$ cat src/rtl/pfa_pkg.sv
`default_nettype none
// ----------------------------------------------------------------------------
// pfa_pkg - shared types and constants for the paging frame allocator
// Request codes, status codes, the wave that travels along the frame cells,
// the divider handshake and the controller states.
// ----------------------------------------------------------------------------
package pfa_pkg;

	localparam int ID_W    = 16;
	localparam int BYTES_W = 24;
	localparam int PS_W    = 16;
	localparam int CNT_W   = 7;
	localparam int CFG_IDX_W  = 4;
	localparam int CFG_DATA_W = 16;
	localparam int DIV_STEPS  = BYTES_W;
	localparam int DIV_CNT_W  = $clog2(DIV_STEPS + 1);

	localparam logic [CFG_IDX_W-1:0] CFG_PAGE_SIZE = CFG_IDX_W'(0);
	localparam logic [CFG_IDX_W-1:0] CFG_FRAMES    = CFG_IDX_W'(1);

	localparam logic [PS_W-1:0]  PAGE_SIZE_RESET = PS_W'(4096);
	localparam logic [CNT_W-1:0] FRAMES_RESET    = CNT_W'(64);
	localparam int CNT_MAX = (1 << CNT_W) - 1;

	localparam logic CMD_ALLOC = 1'b0;
	localparam logic CMD_FREE  = 1'b1;

	typedef enum logic [1:0] {
		ST_OK       = 2'd0,
		ST_NOSPACE  = 2'd1,
		ST_DUP      = 2'd2,
		ST_UNKNOWN  = 2'd3
	} status_t;

	typedef enum logic [1:0] {
		OP_CHECK = 2'd0,
		OP_ALLOC = 2'd1,
		OP_FREE  = 2'd2
	} wave_op_t;

	typedef struct packed {
		logic             active;
		wave_op_t         op;
		logic [ID_W-1:0]  id;
		logic [CNT_W-1:0] remain;
		logic [CNT_W-1:0] count;
		logic             hit;
	} wave_t;

	typedef struct packed {
		logic               start;
		logic [BYTES_W-1:0] dividend;
		logic [PS_W-1:0]    divisor;
	} div_req_t;

	typedef struct packed {
		logic               done;
		logic [BYTES_W-1:0] pages;
	} div_rsp_t;

	typedef enum logic [2:0] {
		S_IDLE,
		S_CHECK,
		S_ALLOC,
		S_FREE,
		S_REPLY
	} state_t;

	// Frames actually managed: the written count, capped at the table size.
	function automatic logic [CNT_W-1:0] managed_count(input logic [CNT_W-1:0] fiu,
		input logic [CNT_W-1:0] cap);
		managed_count = (fiu > cap) ? cap : fiu;
	endfunction

endpackage
`default_nettype wire

$ cat src/rtl/pfa_ifs.sv
`default_nettype none
// ----------------------------------------------------------------------------
// pfa_ifs - channel interfaces of the paging frame allocator
// Request, response and configuration write channels, valid/ready each.
// ----------------------------------------------------------------------------
interface pfa_req_if;
	logic        valid;
	logic        ready;
	logic        cmd;
	logic [15:0] proc_id;
	logic [23:0] proc_bytes;
	modport source (output valid, cmd, proc_id, proc_bytes, input ready);
	modport sink   (input valid, cmd, proc_id, proc_bytes, output ready);
endinterface

interface pfa_rsp_if;
	logic       valid;
	logic       ready;
	logic [1:0] status;
	logic [6:0] free_count;
	logic [6:0] frames_moved;
	modport source (output valid, status, free_count, frames_moved, input ready);
	modport sink   (input valid, status, free_count, frames_moved, output ready);
endinterface

`default_nettype wire

$ cat src/rtl/pfa_ctrl.sv
`default_nettype none
// ----------------------------------------------------------------------------
// pfa_ctrl - request sequencer of the paging frame allocator
// Launches waves into the cell row, runs the divider, keeps the free count
// and holds the response register.
// ----------------------------------------------------------------------------
module pfa_ctrl import pfa_pkg::*; #(
	parameter int NUM_FRAMES = 64
) (
	input  wire logic             clk,
	input  wire logic             arst_n,
	pfa_req_if.sink               req,
	pfa_rsp_if.source             rsp,
	input  wire logic [PS_W-1:0]  page_size,
	input  wire logic             clr,
	input  wire logic [CNT_W-1:0] clr_count,
	output wave_t                 launch,
	input  wire wave_t            tail,
	output div_req_t              div_req,
	input  wire div_rsp_t         div_rsp
);

	localparam logic [CNT_W-1:0] FRAME_CAP =
		CNT_W'((NUM_FRAMES > CNT_MAX) ? CNT_MAX : NUM_FRAMES);
	localparam logic [CNT_W-1:0] FREE_RESET = managed_count(FRAMES_RESET, FRAME_CAP);

	state_t           state_q, state_nx;
	logic [ID_W-1:0]  id_q;
	logic             hit_q;
	logic             scan_done_q;
	logic [CNT_W-1:0] free_q;
	status_t          res_status_q;
	logic [CNT_W-1:0] res_moved_q;
	wave_t            launch_q, launch_d;
	logic             out_valid_q;
	logic [1:0]       out_status_q;
	logic [CNT_W-1:0] out_free_q;
	logic [CNT_W-1:0] out_moved_q;

	logic accept;
	logic chk_go;
	logic too_big;
	logic alloc_go;
	logic out_free_slot;

	assign accept        = req.valid && req.ready;
	assign chk_go        = (state_q == S_CHECK) && scan_done_q && div_rsp.done;
	assign too_big       = div_rsp.pages > BYTES_W'(free_q);
	assign alloc_go      = chk_go && !too_big && !hit_q && (div_rsp.pages != '0);
	assign out_free_slot = !out_valid_q || rsp.ready;

	// next state
	always_comb begin
		state_nx = state_q;
		unique case (state_q)
			S_IDLE: begin
				if (accept) begin
					state_nx = (req.cmd == CMD_FREE) ? S_FREE : S_CHECK;
				end
			end
			S_CHECK: begin
				if (alloc_go) begin
					state_nx = S_ALLOC;
				end else if (chk_go) begin
					state_nx = S_REPLY;
				end
			end
			S_ALLOC, S_FREE: begin
				if (tail.active) begin
					state_nx = S_REPLY;
				end
			end
			S_REPLY: begin
				if (out_free_slot) begin
					state_nx = S_IDLE;
				end
			end
			default: begin
				state_nx = S_IDLE;
			end
		endcase
	end

	// launch wave and divider start
	always_comb begin
		launch_d         = '0;
		div_req.start    = 1'b0;
		div_req.dividend = req.proc_bytes;
		div_req.divisor  = page_size;
		unique case (state_q)
			S_IDLE: begin
				if (accept) begin
					launch_d.active = 1'b1;
					launch_d.op     = (req.cmd == CMD_FREE) ? OP_FREE : OP_CHECK;
					launch_d.id     = req.proc_id;
					div_req.start   = (req.cmd == CMD_ALLOC);
				end
			end
			S_CHECK: begin
				if (alloc_go) begin
					launch_d.active = 1'b1;
					launch_d.op     = OP_ALLOC;
					launch_d.id     = id_q;
					launch_d.remain = div_rsp.pages[CNT_W-1:0];
				end
			end
			default: begin
				launch_d = '0;
			end
		endcase
	end

	always_ff @(posedge clk or negedge arst_n) begin
		if (!arst_n) begin
			state_q     <= S_IDLE;
			launch_q    <= '0;
			scan_done_q <= 1'b0;
			free_q      <= FREE_RESET;
			out_valid_q <= 1'b0;
		end else begin
			state_q  <= state_nx;
			launch_q <= launch_d;
			if (accept) begin
				scan_done_q <= 1'b0;
			end else if (state_q == S_CHECK && tail.active) begin
				scan_done_q <= 1'b1;
			end
			if (clr) begin
				free_q <= clr_count;
			end else if (state_q == S_ALLOC && tail.active) begin
				free_q <= free_q - tail.count;
			end else if (state_q == S_FREE && tail.active) begin
				free_q <= free_q + tail.count;
			end
			if (state_q == S_REPLY && out_free_slot) begin
				out_valid_q <= 1'b1;
			end else if (rsp.ready) begin
				out_valid_q <= 1'b0;
			end
		end
	end

	always_ff @(posedge clk) begin
		if (accept) begin
			id_q <= req.proc_id;
		end
		if (state_q == S_CHECK && tail.active) begin
			hit_q <= tail.hit;
		end
		if (chk_go && !alloc_go) begin
			res_moved_q <= '0;
			if (too_big) begin
				res_status_q <= ST_NOSPACE;
			end else if (hit_q) begin
				res_status_q <= ST_DUP;
			end else begin
				res_status_q <= ST_OK;
			end
		end else if ((state_q == S_ALLOC || state_q == S_FREE) && tail.active) begin
			res_moved_q <= tail.count;
			if (state_q == S_FREE && tail.count == '0) begin
				res_status_q <= ST_UNKNOWN;
			end else begin
				res_status_q <= ST_OK;
			end
		end
		if (state_q == S_REPLY && out_free_slot) begin
			out_status_q <= res_status_q;
			out_free_q   <= free_q;
			out_moved_q  <= res_moved_q;
		end
	end

	assign req.ready        = (state_q == S_IDLE);
	assign launch           = launch_q;
	assign rsp.valid        = out_valid_q;
	assign rsp.status       = out_status_q;
	assign rsp.free_count   = out_free_q;
	assign rsp.frames_moved = out_moved_q;

endmodule
`default_nettype wire

$ cat src/flat_wrapper.sv
// flat-port wrapper written by rule: the top's interface ports become plain ports
module pfa_ctrl_flat import pfa_pkg::*;
#(
	parameter int NUM_FRAMES = 64
)
  (clk, arst_n, page_size, clr, clr_count, launch, tail, div_req, div_rsp, req_valid, req_cmd, req_proc_id, req_proc_bytes, req_ready, rsp_valid, rsp_status, rsp_free_count, rsp_frames_moved, rsp_ready);
  pfa_req_if req_i ();
  pfa_rsp_if rsp_i ();
  input  wire logic clk;
  input  wire logic arst_n;
  input  wire logic [PS_W-1:0] page_size;
  input  wire logic clr;
  input  wire logic [CNT_W-1:0] clr_count;
  output wave_t launch;
  input  wire wave_t tail;
  output div_req_t div_req;
  input  wire div_rsp_t div_rsp;
  input wire logic [$bits(req_i.valid)-1:0] req_valid;
  input wire logic [$bits(req_i.cmd)-1:0] req_cmd;
  input wire logic [$bits(req_i.proc_id)-1:0] req_proc_id;
  input wire logic [$bits(req_i.proc_bytes)-1:0] req_proc_bytes;
  output wire logic [$bits(req_i.ready)-1:0] req_ready;
  output wire logic [$bits(rsp_i.valid)-1:0] rsp_valid;
  output wire logic [$bits(rsp_i.status)-1:0] rsp_status;
  output wire logic [$bits(rsp_i.free_count)-1:0] rsp_free_count;
  output wire logic [$bits(rsp_i.frames_moved)-1:0] rsp_frames_moved;
  input wire logic [$bits(rsp_i.ready)-1:0] rsp_ready;
  assign req_i.valid = req_valid;
  assign req_i.cmd = req_cmd;
  assign req_i.proc_id = req_proc_id;
  assign req_i.proc_bytes = req_proc_bytes;
  assign req_ready = req_i.ready;
  assign rsp_valid = rsp_i.valid;
  assign rsp_status = rsp_i.status;
  assign rsp_free_count = rsp_i.free_count;
  assign rsp_frames_moved = rsp_i.frames_moved;
  assign rsp_i.ready = rsp_ready;
  pfa_ctrl #(.NUM_FRAMES(NUM_FRAMES)) u_core (.clk(clk), .arst_n(arst_n), .req(req_i), .rsp(rsp_i), .page_size(page_size), .clr(clr), .clr_count(clr_count), .launch(launch), .tail(tail), .div_req(div_req), .div_rsp(div_rsp));
endmodule
$ cat config.mk
export PLATFORM = sky130hd
export DESIGN_NAME = pfa_ctrl_flat
export DESIGN_NICKNAME = d
export VERILOG_FILES = /design/src/rtl/pfa_pkg.sv /design/src/rtl/pfa_ifs.sv /design/src/rtl/pfa_ctrl.sv /design/src/flat_wrapper.sv
export SDC_FILE = /design/constraint.sdc
export NUM_CORES = 1
export LEC_CHECK = 0
export ABC_AREA = 0
export BUFFER_PORTS_ARGS = -buffer_cell sky130_fd_sc_hd__clkbuf_2
export CAP_MARGIN = 30
export CORE_ASPECT_RATIO = 1.1
export CORE_MARGIN = 3
export CORE_UTILIZATION = 40
export DETAILED_ROUTE_END_ITERATION = 12
export HOLD_SLACK_MARGIN = 0.1
export PLACE_DENSITY = 0.86
export REMOVE_ABC_BUFFERS = 1
export SKIP_LAST_GASP = 1
export SYNTH_ARGS = -nofsm -noshare
export SYNTH_HDL_FRONTEND = slang
export SYNTH_SLANG_ARGS = --single-unit
$ cat constraint.sdc
create_clock -name clk -period 2.8 [get_ports clk]
set_input_delay 0.14 -clock clk [delete_from_list [all_inputs] [get_ports clk]]
set_output_delay 0.14 -clock clk [all_outputs]
set_load 0.03 [all_outputs]
==> results.md, run 1 <==
* Main synth FF type: dfrtp_1
* Tot GR Track Use at 22.1%
* Clock share of power at between 20 and 30%
* Fin crit share at just over 90%
* Status: finished clean
* I/O pins at 221
* Sw Share at between 30% and 40%
* Die H at around 110 um
* Synth top area cells: edfxtp_1, dfrtp_1, buf_4
* Critical path startpoint category: flop
* Post-CTS Setup Bufs at 0
* Vias in the first global route at 2917
* Grt ovf at 0
* Post-route setup slack at between 0.2 and 0.3 ns
* Final Max Tran Viols at 0
* Fin nets at approximately 600
* Clock Latency Late Sink at 0.36 ns
* DRC Markers at 0
* HP Class: in2reg
* Rows at 37
* TritonRoute pass-1 iters at 4
* CTS Buf Count at 9
* Post-place setup slack at 0.310 ns
* Syn_area_per_cell at roughly 12 um^2
* TritonCTS clock tree: yes
* Post-synthesis cell type count at between 50 and 60
* Critical Path End Type: flop
* Core ar. at about 9400 um^2
* Register area share after synthesis at around 55%
* Cell leakage power at 2.26 nW
* Initial antenna violation count at 0
* Max-Cap Viols at 0
* CP top delay family: simple AND/OR/NAND/NOR gates
* Combinational share of power at between 30% and 40%
* Data required, critical path at 3.09 ns
* Slowest-stage cell, CP: dfrtp_1
* Synth async-reset ratio at between 40% and 50%
* Worst VDD drop at roughly 0.38 mV
* Largest net degree at the start of global routing at 39
* Arrival time worst endpoint at roughly 2.8 ns
* Vias at 2897
* EDFF count, synth at 35
* CTS H-Tree Depth at 3
* # setup viols final at 0
* Final Hold Fails at 0
* RSZ-0062 raised after global routing: false
* WS Path Type: reg2reg
* Die width at between 100 and 150 um
* Area Growth Syn to Fin at 26.5%
* Max-slew headroom at a little under half
* Worst path cell trace: nor4bb_1 -> buf_4 -> mux2i_1 -> ha_1 -> nor2b_1 -> o31a_1 -> o21a_1 -> or3_1 -> nand3_1
* Cell area after synthesis at between 3000 and 4000 um^2
* Clock Tree Buf Depth at 2
* Post_cts resized at 0
* Share of the synthesized area in the top cell type at between 20% and 30%
* WL/cell at around 20 um
* Register bit total from synthesis at 80
* P_sw at 0.00138 W
* CP max stage delay at between 0.3 and 0.4 ns
* Setup tns final at 0 ns
* First-pass GRT wire length at 17.5 mm
* Finished Layout Cells at approximately 580
* Post-route ant nets at 0
* Layout cell share with drive strength beyond 1 at between 30% and 40%
* Synth warn at 0
* Design area at roughly 5000 um^2
* Clk slew on worst S/H paths at about 0.080 ns
* Placed inst area at ~4300 um^2
* WP buf/inv at 1
* Internal power at between 0.002 and 0.003 W
* # placed instances at 517
* Largest area contributor in the synthesized netlist: edfxtp_1
* Tmin final at between 2 and 3 ns
* Starting DRT DRC Count at 136
* Most frequent cells in the layout: clkbuf_2, dlygate4sd3_1, dfrtp_1
* IO buf count at approximately 110
* Initial Util at 41.6%
* Cells after synthesis at around 340
* Worst-Margin Slew at approximately 0.80 ns
* Vias/cell at 5.04
* Die area at 11000 um^2
* HPWL Detailed at 9.03 mm
* Post-Route WL at 11.7 mm
* Seq pwr share at between 40% and 50%
* Gpl congestion at 0.859
* P per Cell Area at just over 800 nW/um^2
* Clk Tree Root Cell: clkbuf_8
* Clock Skew at 0.0136 ns
* # diodes at 0
* Most common cell after layout, fill and taps aside: clkbuf_2
* Max FO, Critical Path at 6
* Clk sink count at 80
* Fmax at 0.394 GHz
## through the flow
step                      utilization [%]  hold WS (ns)  power (W)
final                                52.6         0.131    0.00406
after global routing                 52.6         0.144    0.00429
after CTS                            52.3         0.114    0.00408
after detailed placement             45.1         0.280    0.00293
after global placement               45.1         0.280    0.00288
after floorplan                         -        -0.156    0.00252
## power by group through the flow
stage | sequential [W] | clock (W) | combinational, W
after floorplan | 0.00191 | 0 | 0.000616
after global placement | 0.00167 | 0 | 0.00120
after detailed placement | 0.00169 | 0 | 0.00124
after CTS | 0.00166 | 0.00113 | 0.00129
after global routing | 0.00169 | 0.00118 | 0.00143
final | 0.00166 | 0.00110 | 0.00129
## routing by layer
metal  up-vias  global-route usage, %  wire length (um)
li1       1372                      -                 -
met1      1314                   22.4              4000
met2       190                   32.6              5030
met3        17                   19.9              2330
met4         4                   5.87               155
met5         -                   11.1               169
## worst paths after layout
check,slack [ns],startpoint,cells after the start,end
hold / removal,0.13,tail[33],3,u_core.state_q[0]
setup / recovery,0.26,u_core.state_q[2],9,u_core.free_q[5]
hold reg to reg,0.43,u_core.res_status_q[1],0,u_core.rsp.status[1]
max in group asynchronous,2.16,arst_n,3,u_core.free_q[6]
setup reg to reg,0.26,u_core.state_q[2],9,u_core.free_q[5]
min in group asynchronous,0.14,arst_n,2,u_core.launch[15]
## Yosys cell counts, types with 5 or more instances
cell type / number
xnor2_1: 7
clkbuf_1: 6
dfxtp_1: 7
edfxtp_1: 35
nor4_1: 6
and2_1: 8
inv_1: 13
o21ai_0: 10
nor3_1: 5
buf_4: 48
a21oi_1: 17
dfrtp_1: 37
nand2_1: 28
ha_1: 14
buf_2: 5
nor2_1: 18
a22o_1: 16
## kinds of logic after synthesis
family,after synthesis,synth area share [%]
AO/OA/AOI/OAI,67,12.8
multiplexers,2,0.510
AND/OR/NAND/NOR,93,13.3
flip-flops,80,54.6
buffers and inverters,74,12.2
adder cells (fa/ha/maj),15,4.97
XOR/XNOR,7,1.56
other,1,0.0955
## tightest hold or removal path, cell delays in order
cell and delay [ns]:
clkbuf_2 0.13, o22a_1 0.15, nor2_1 0.03
## what timing repair did
item | in CTS | in global routing
hold endpoints to repair | 93 | 0
setup endpoints to repair | 0 | 0
hold buffers | 41 | 0
## flip-flops by register name, indices dropped and copies added (netlist names)
register	flops
u_core.res_moved_q	7
u_core.rsp.valid	1
u_core.res_status_q	2
u_core.rsp.free_count	7
u_core.launch	26
u_core.rsp.status	2
u_core.state_q	3
u_core.free_q	7
u_core.hit_q	1
u_core.id_q	16
u_core.rsp.frames_moved	7
u_core.scan_done_q	1
## cell type report
cell class                      count  area, um^2
Clock buffer                       10         149
Clock inverter                      6         121
Fill cell                         821        4480
Inverter                           13        48.8
Multi-Input combinational cell    192        1330
Sequential cell                    80        2140
Tap cell                          117         146
Timing Repair Buffer              157        1030
No activity file was read; power rests on OpenSTA's default activity.
==> run 2: changes to the inputs <==
--- a/config.mk
+++ b/config.mk
@@ -10,10 +10,11 @@
 export CAP_MARGIN = 30
 export CORE_ASPECT_RATIO = 1.1
 export CORE_MARGIN = 3
-export CORE_UTILIZATION = 40
+export CORE_UTILIZATION = 43
+export CTS_CLUSTER_DIAMETER = 60
 export DETAILED_ROUTE_END_ITERATION = 12
 export HOLD_SLACK_MARGIN = 0.1
-export PLACE_DENSITY = 0.86
+export PLACE_DENSITY = 0.9
 export REMOVE_ABC_BUFFERS = 1
 export SKIP_LAST_GASP = 1
 export SYNTH_ARGS = -nofsm -noshare
==> run 2 against run 1 <==
Net effect:
- final cell count decreased by 1.4%
- critical endpoint unchanged
- critical path type unchanged
- combinational power about the same
- largest power group unchanged
- largest cell class unchanged
- count of clock-buffer cells in the layout decreased by 1
==> results.md, run 2 (synthesis gave the netlist of run 1 again) <==
* Most frequent cells in the layout: clkbuf_2, dlygate4sd3_1, dfrtp_1
* First-pass GRT wire length at ~18 mm
* Max-Cap Viols at 0
* Critical Path End Type: flop
* Largest net degree at the start of global routing at 39
* WS Path Type: reg2reg
* # setup viols final at 0
* Post-Route WL at between 10 and 15 mm
* Grt ovf at 0
* WL/cell at approximately 21 um
* Die H at about 110 um
* CTS Buf Count at 9
* Die width at 97.1 um
* Most common cell after layout, fill and taps aside: clkbuf_2
* Max FO, Critical Path at 6
* Final Hold Fails at 0
* Gpl congestion at 0.890
* Area Growth Syn to Fin at 24.1%
* Data required, critical path at slightly above 3 ns
* Fin nets at ~590
* Initial antenna violation count at 0
* Critical path startpoint category: flop
* DRT met1 WL at ~3.8 mm
* Design area at 4870 um^2
* Die area at 10300 um^2
* Core ar. at about 8600 um^2
* # placed instances at 510
* Starting DRT DRC Count at 120
* Tot GR Track Use at 23.2%
* Rows at 35
* Finished Layout Cells at 567
* # diodes at 0
* Worst VDD drop at roughly 0.36 mV
* Worst-Margin Slew at 0.733 ns
* Clock Tree Buf Depth at 2
* CTS H-Tree Depth at 3
* I/O pins at 221
* Layout cell share with drive strength beyond 1 at 31.1%
* IO buf count at 107
* Max-slew headroom at 51.1%
* TritonCTS clock tree: yes
* Vias/cell at 5.16
* Cell leakage power at between 2 and 2.5 nW
* Clk sink count at 80
* Status: finished clean
* Clock Skew at ~0.017 ns
* Reg2reg path depth at 9
* Tmin final at roughly 2.6 ns
* TritonRoute pass-1 iters at 5
* Fmax at 0.383 GHz
* Vias at roughly 3000
* Setup tns final at 0 ns
* RSZ-0062 raised after global routing: false
* Max reg flops at 26
* Placed inst area at between 4000 and 5000 um^2
* Detail Route met3 WL at around 2.4 mm
* Met2 routed WL at between 5 and 6 mm
* Clk Tree Root Cell: clkbuf_8
* HP Class: in2async
* DRC Markers at 0
* Fin crit share at just over 90%
* P per Cell Area at approximately 790 nW/um^2
* HPWL Detailed at 9.35 mm
* Arrival time worst endpoint at roughly 2.9 ns
* Final Max Tran Viols at 0
* Initial Util at a little under half
* Uppermost layer routed: met5
* Post-route ant nets at 0
* Clock Latency Late Sink at roughly 0.36 ns
* Vias in the first global route at between 2000 and 3000
* Clk slew on worst S/H paths at around 0.10 ns
run 2: cell types whose count changed in the layout (fill, tap and decap cells not counted), sizes merged:
| cell | delta |
|---|---|
| dlygate4sd3 | -1 |
| bufinv | -2 |
| clkbuf | -1 |
| buf | -1 |
| clkinvlp | +1 |
| clkinv | +1 |
| inv | +1 |
run 2: per-stage QoR:
stage | setup WS, ns | total power (W) | hold slack, ns | utilization [%]
floorplan | 0.0472 | 0.00252 | -0.156 | -
global placement | 0.346 | 0.00287 | 0.280 | 49.2
detailed placement | 0.231 | 0.00294 | 0.280 | 49.2
CTS | 0.195 | 0.00385 | 0.124 | 56.2
global route | 0.0533 | 0.00405 | 0.136 | 56.5
finish | 0.190 | 0.00384 | 0.128 | 56.5
run 2: worst paths after layout:
check / startpoint / slack [ns] / endpoint
worst max-delay path: u_core.state_q[2] / 0.19 / u_core.free_q[5]
worst min-delay path: arst_n / 0.13 / u_core.launch[15]
worst max register to register: u_core.state_q[2] / 0.19 / u_core.free_q[5]
worst min register to register: u_core.res_status_q[1] / 0.43 / u_core.rsp.status[1]
max in group asynchronous: arst_n / 2.18 / u_core.free_q[6]
min in group clk: clr_count[5] / 0.14 / u_core.free_q[5]
run 2: metal layers:
metal | up-vias | track usage, %
li1 | 1363 | -
met1 | 1365 | 22.5
met2 | 182 | 35.6
met3 | 12 | 21.2
met4 | 2 | 6.22
met5 | - | 5.64
run 2: what timing repair did:
item,in CTS,in global routing
buffers inserted,0,0
hold buffers,40,0
resized for setup,0,0
hold endpoints to repair,92,0
run 2: power by group:
group	internal (W)	switching, W	leakage, nW
logic	0.000472	0.000832	1.23
clock network	0.000423	0.000448	0.0998
registers	0.00155	0.000116	0.884
run 2: critical path, stage by stage (launching register included):
cell	delay, ns
dfrtp_1	0.40
nor4bb_1	0.32
buf_4	0.21
mux2i_1	0.30
ha_1	0.28
nor2b_1	0.14
o31a_1	0.26
o21a_1	0.20
or3_1	0.34
nand3_1	0.09
run 2: layout make-up:
type | count | area, um^2
multi-input combinational | 192 | 1330
sequential | 80 | 2140
timing repair buffer | 155 | 1010
clock inverter | 7 | 78.8
inverter | 13 | 48.8
tap | 111 | 139
clock buffer | 9 | 124
fill | 685 | 3760
==> run 3: changes to the inputs <==
--- a/config.mk
+++ b/config.mk
@@ -14,7 +14,7 @@
 export CTS_CLUSTER_DIAMETER = 60
 export DETAILED_ROUTE_END_ITERATION = 12
 export HOLD_SLACK_MARGIN = 0.1
-export PLACE_DENSITY = 0.9
+export PLACE_DENSITY = 0.78
 export REMOVE_ABC_BUFFERS = 1
 export SKIP_LAST_GASP = 1
 export SYNTH_ARGS = -nofsm -noshare
==> constraint.sdc (replaced) <==
create_clock -name clk -period 2.7 [get_ports clk]
set_input_delay 0.135 -clock clk [delete_from_list [all_inputs] [get_ports clk]]
set_output_delay 0.135 -clock clk [all_outputs]
set_load 0.03 [all_outputs]
==> run 3 against run 2 <==
Net effect:
- critical path depth unchanged
- power up 2.0%
- worst hold slack about the same
- sequential power up 4%
- first-iteration DRC count up 18%
- clock skew down 0.0083 ns
- global-route usage up 0.32 points
- non-clock buffer count up 1
- maximum frequency up 5.0%
- die area unchanged
- critical path type unchanged
- critical endpoint unchanged
- largest cell class unchanged
- highest routed layer unchanged
==> results.md, run 3 (synthesis gave the netlist of run 1 again) <==
* Core ar. at approximately 8600 um^2
* Seq pwr share at between 40 and 50%
* Max-Cap Viols at 0
* Worst path cell trace: nor4bb_1 -> buf_4 -> mux2i_2 -> ha_1 -> nor2b_1 -> o31a_1 -> o21a_1 -> or3_1 -> nand3_1
* Max FO, Critical Path at 6
* HPWL Detailed at roughly 9 mm
* Slowest-stage cell, CP: dfrtp_1
* Clk Tree Root Cell: clkbuf_8
* CTS Buf Count at 9
* Fin nets at about 600
* Initial Util at a little under half
* Vias in the first global route at just under 3000
* Layout cell share with drive strength beyond 1 at 31.3%
* Fmax at 0.402 GHz
* Worst VDD drop at about 0.27 mV
* Data required, critical path at 2.99 ns
* Max reg flops at 26
* First-pass GRT wire length at approximately 18 mm
* Reg-to-Reg End: u_core.free_q[5]
* RSZ-0062 raised after global routing: false
* Combinational share of power at between 30% and 40%
* Most frequent cells in the layout: clkbuf_2, dlygate4sd3_1, dfrtp_1
* Most common cell after layout, fill and taps aside: clkbuf_2
* Worst setup path endpoint: u_core.free_q[5]
* Final core utilization at 56.4%
* TritonCTS clock tree: yes
* WS Path Type: reg2reg
* I/O pins at 221
* DRC Markers at 0
* # diodes at 0
* Clk sink count at 80
* Post-route ant nets at 0
* Largest net degree at the start of global routing at 39
* Clock Tree Buf Depth at 2
* Tmin final at roughly 2.5 ns
* Cell leakage power at 2.22 nW
* HP Class: in2async
* Die area at a little over 10000 um^2
* Fin crit share at 92.1%
* Vias/cell at 5.15
* Critical Path End Type: flop
* Arrival time worst endpoint at around 2.8 ns
* Seq. cell area at ~2100 um^2
* IO buf count at 107
* Clock share of power at 21.6%
* P_sw at approximately 0.0014 W
* Rows at 35
* Gpl congestion at between 0.8 and 0.9
* # setup viols final at 0
* Final Hold Fails at 0
* Critical Path Start: u_core.state_q[2]
* Final Max Tran Viols at 0
* CP max stage delay at ~0.38 ns
* Setup tns final at 0 ns
* Max-slew headroom at about half
* Sw Share at 35.6%
* Clock Skew at about 0.0086 ns
* Reg2reg path depth at 9
* CTS H-Tree Depth at 3
* Worst-Margin Slew at ~0.75 ns
* Grt ovf at 0
* Die width at 97.1 um
* Starting DRT DRC Count at around 140
* WL/cell at around 20 um
* Clock Latency Late Sink at approximately 0.35 ns
* Vias at just under 3000
* Die H at about 110 um
* Post-Route WL at roughly 12 mm
* Internal power at 0.00252 W
* Design area at 4870 um^2
* Clk slew on worst S/H paths at 0.08 ns
* Layout fillers at slightly above 700
* Critical path startpoint category: flop
* Area Growth Syn to Fin at 24.1%
* Worst reg-to-reg setup slack at ~0.21 ns
* Status: finished clean
* Area of the multi-input gates at 1330 um^2
* Post-CTS Setup Bufs at 0
* Tot GR Track Use at 23.5%
* Placed inst area at roughly 4200 um^2
* Reg2reg start: u_core.state_q[2]
* TritonRoute pass-1 iters at 5
* P per Cell Area at around 800 nW/um^2
* Initial antenna violation count at 0
run 3: worst min path at each step:
stage	slack (ns)	startpoint	endpoint
global route	0.12	arst_n	u_core.launch[29]
global placement	0.27	page_size[1]	div_req[1]
detailed placement	0.27	page_size[1]	div_req[1]
CTS	0.12	tail[33]	u_core.state_q[0]
floorplan	-0.16	arst_n	u_core.free_q[0]
finish	0.13	arst_n	u_core.launch[29]
run 3: metrics by stage:
stage                     instances  total power (W)  hold slack (ns)  setup slack, ns
after floorplan                 285          0.00262           -0.161          -0.0528
final                           568          0.00391            0.128            0.213
after global placement          510          0.00299            0.270            0.251
after global routing            568          0.00416            0.124           0.0450
after detailed placement        510          0.00304            0.270            0.185
after CTS                       567          0.00394            0.122            0.160
run 3: power by group through the flow:
stage          Sequential [W]  Clock, W  Combinational (W)
6_report              0.00172  0.000847            0.00134
5_1_grt               0.00176  0.000925            0.00148
4_1_cts               0.00172  0.000867            0.00135
3_5_place_dp          0.00175         0            0.00130
3_3_place_gp          0.00173         0            0.00125
2_1_floorplan         0.00198         0           0.000639
run 3: layout make-up:
| cell class | instances | share of cell area, % |
|---|---|---|
| Tap cell | 111 | 2.85 |
| Inverter | 13 | 1.00 |
| Sequential cell | 80 | 44.0 |
| Timing Repair Buffer | 156 | 20.9 |
| Multi-Input combinational cell | 192 | 27.4 |
| Clock inverter | 6 | 1.23 |
| Clock buffer | 10 | 2.62 |
run 3: critical path, delay by kind of cell (launching register included):
family,cells,cell delay (ns)
muxes,1,0.27
and+or+nand+nor,4,0.87
adders and majority gates,1,0.27
DFF,1,0.38
buffers and inverters,1,0.20
AOI/OAI and AO/OA,2,0.45
run 3: timing repair:
| action | in CTS | in global routing |
|---|---|---|
| endpoints found under the setup margin | 0 | 1 |
| endpoints found under the hold margin | 93 | 0 |
| hold buffers | 41 | 0 |
| resized for setup | 0 | 1 |
run 3: layer usage:
layer / part of all wire, % / global-route usage [%] / vias up
met2: 44 / 34.4 / 187
met5: 1.3 / 10.8 / -
met4: 2.2 / 6.82 / 4
met3: 19 / 20.6 / 17
li1: - / - / 1365
met1: 34 / 24.2 / 1354
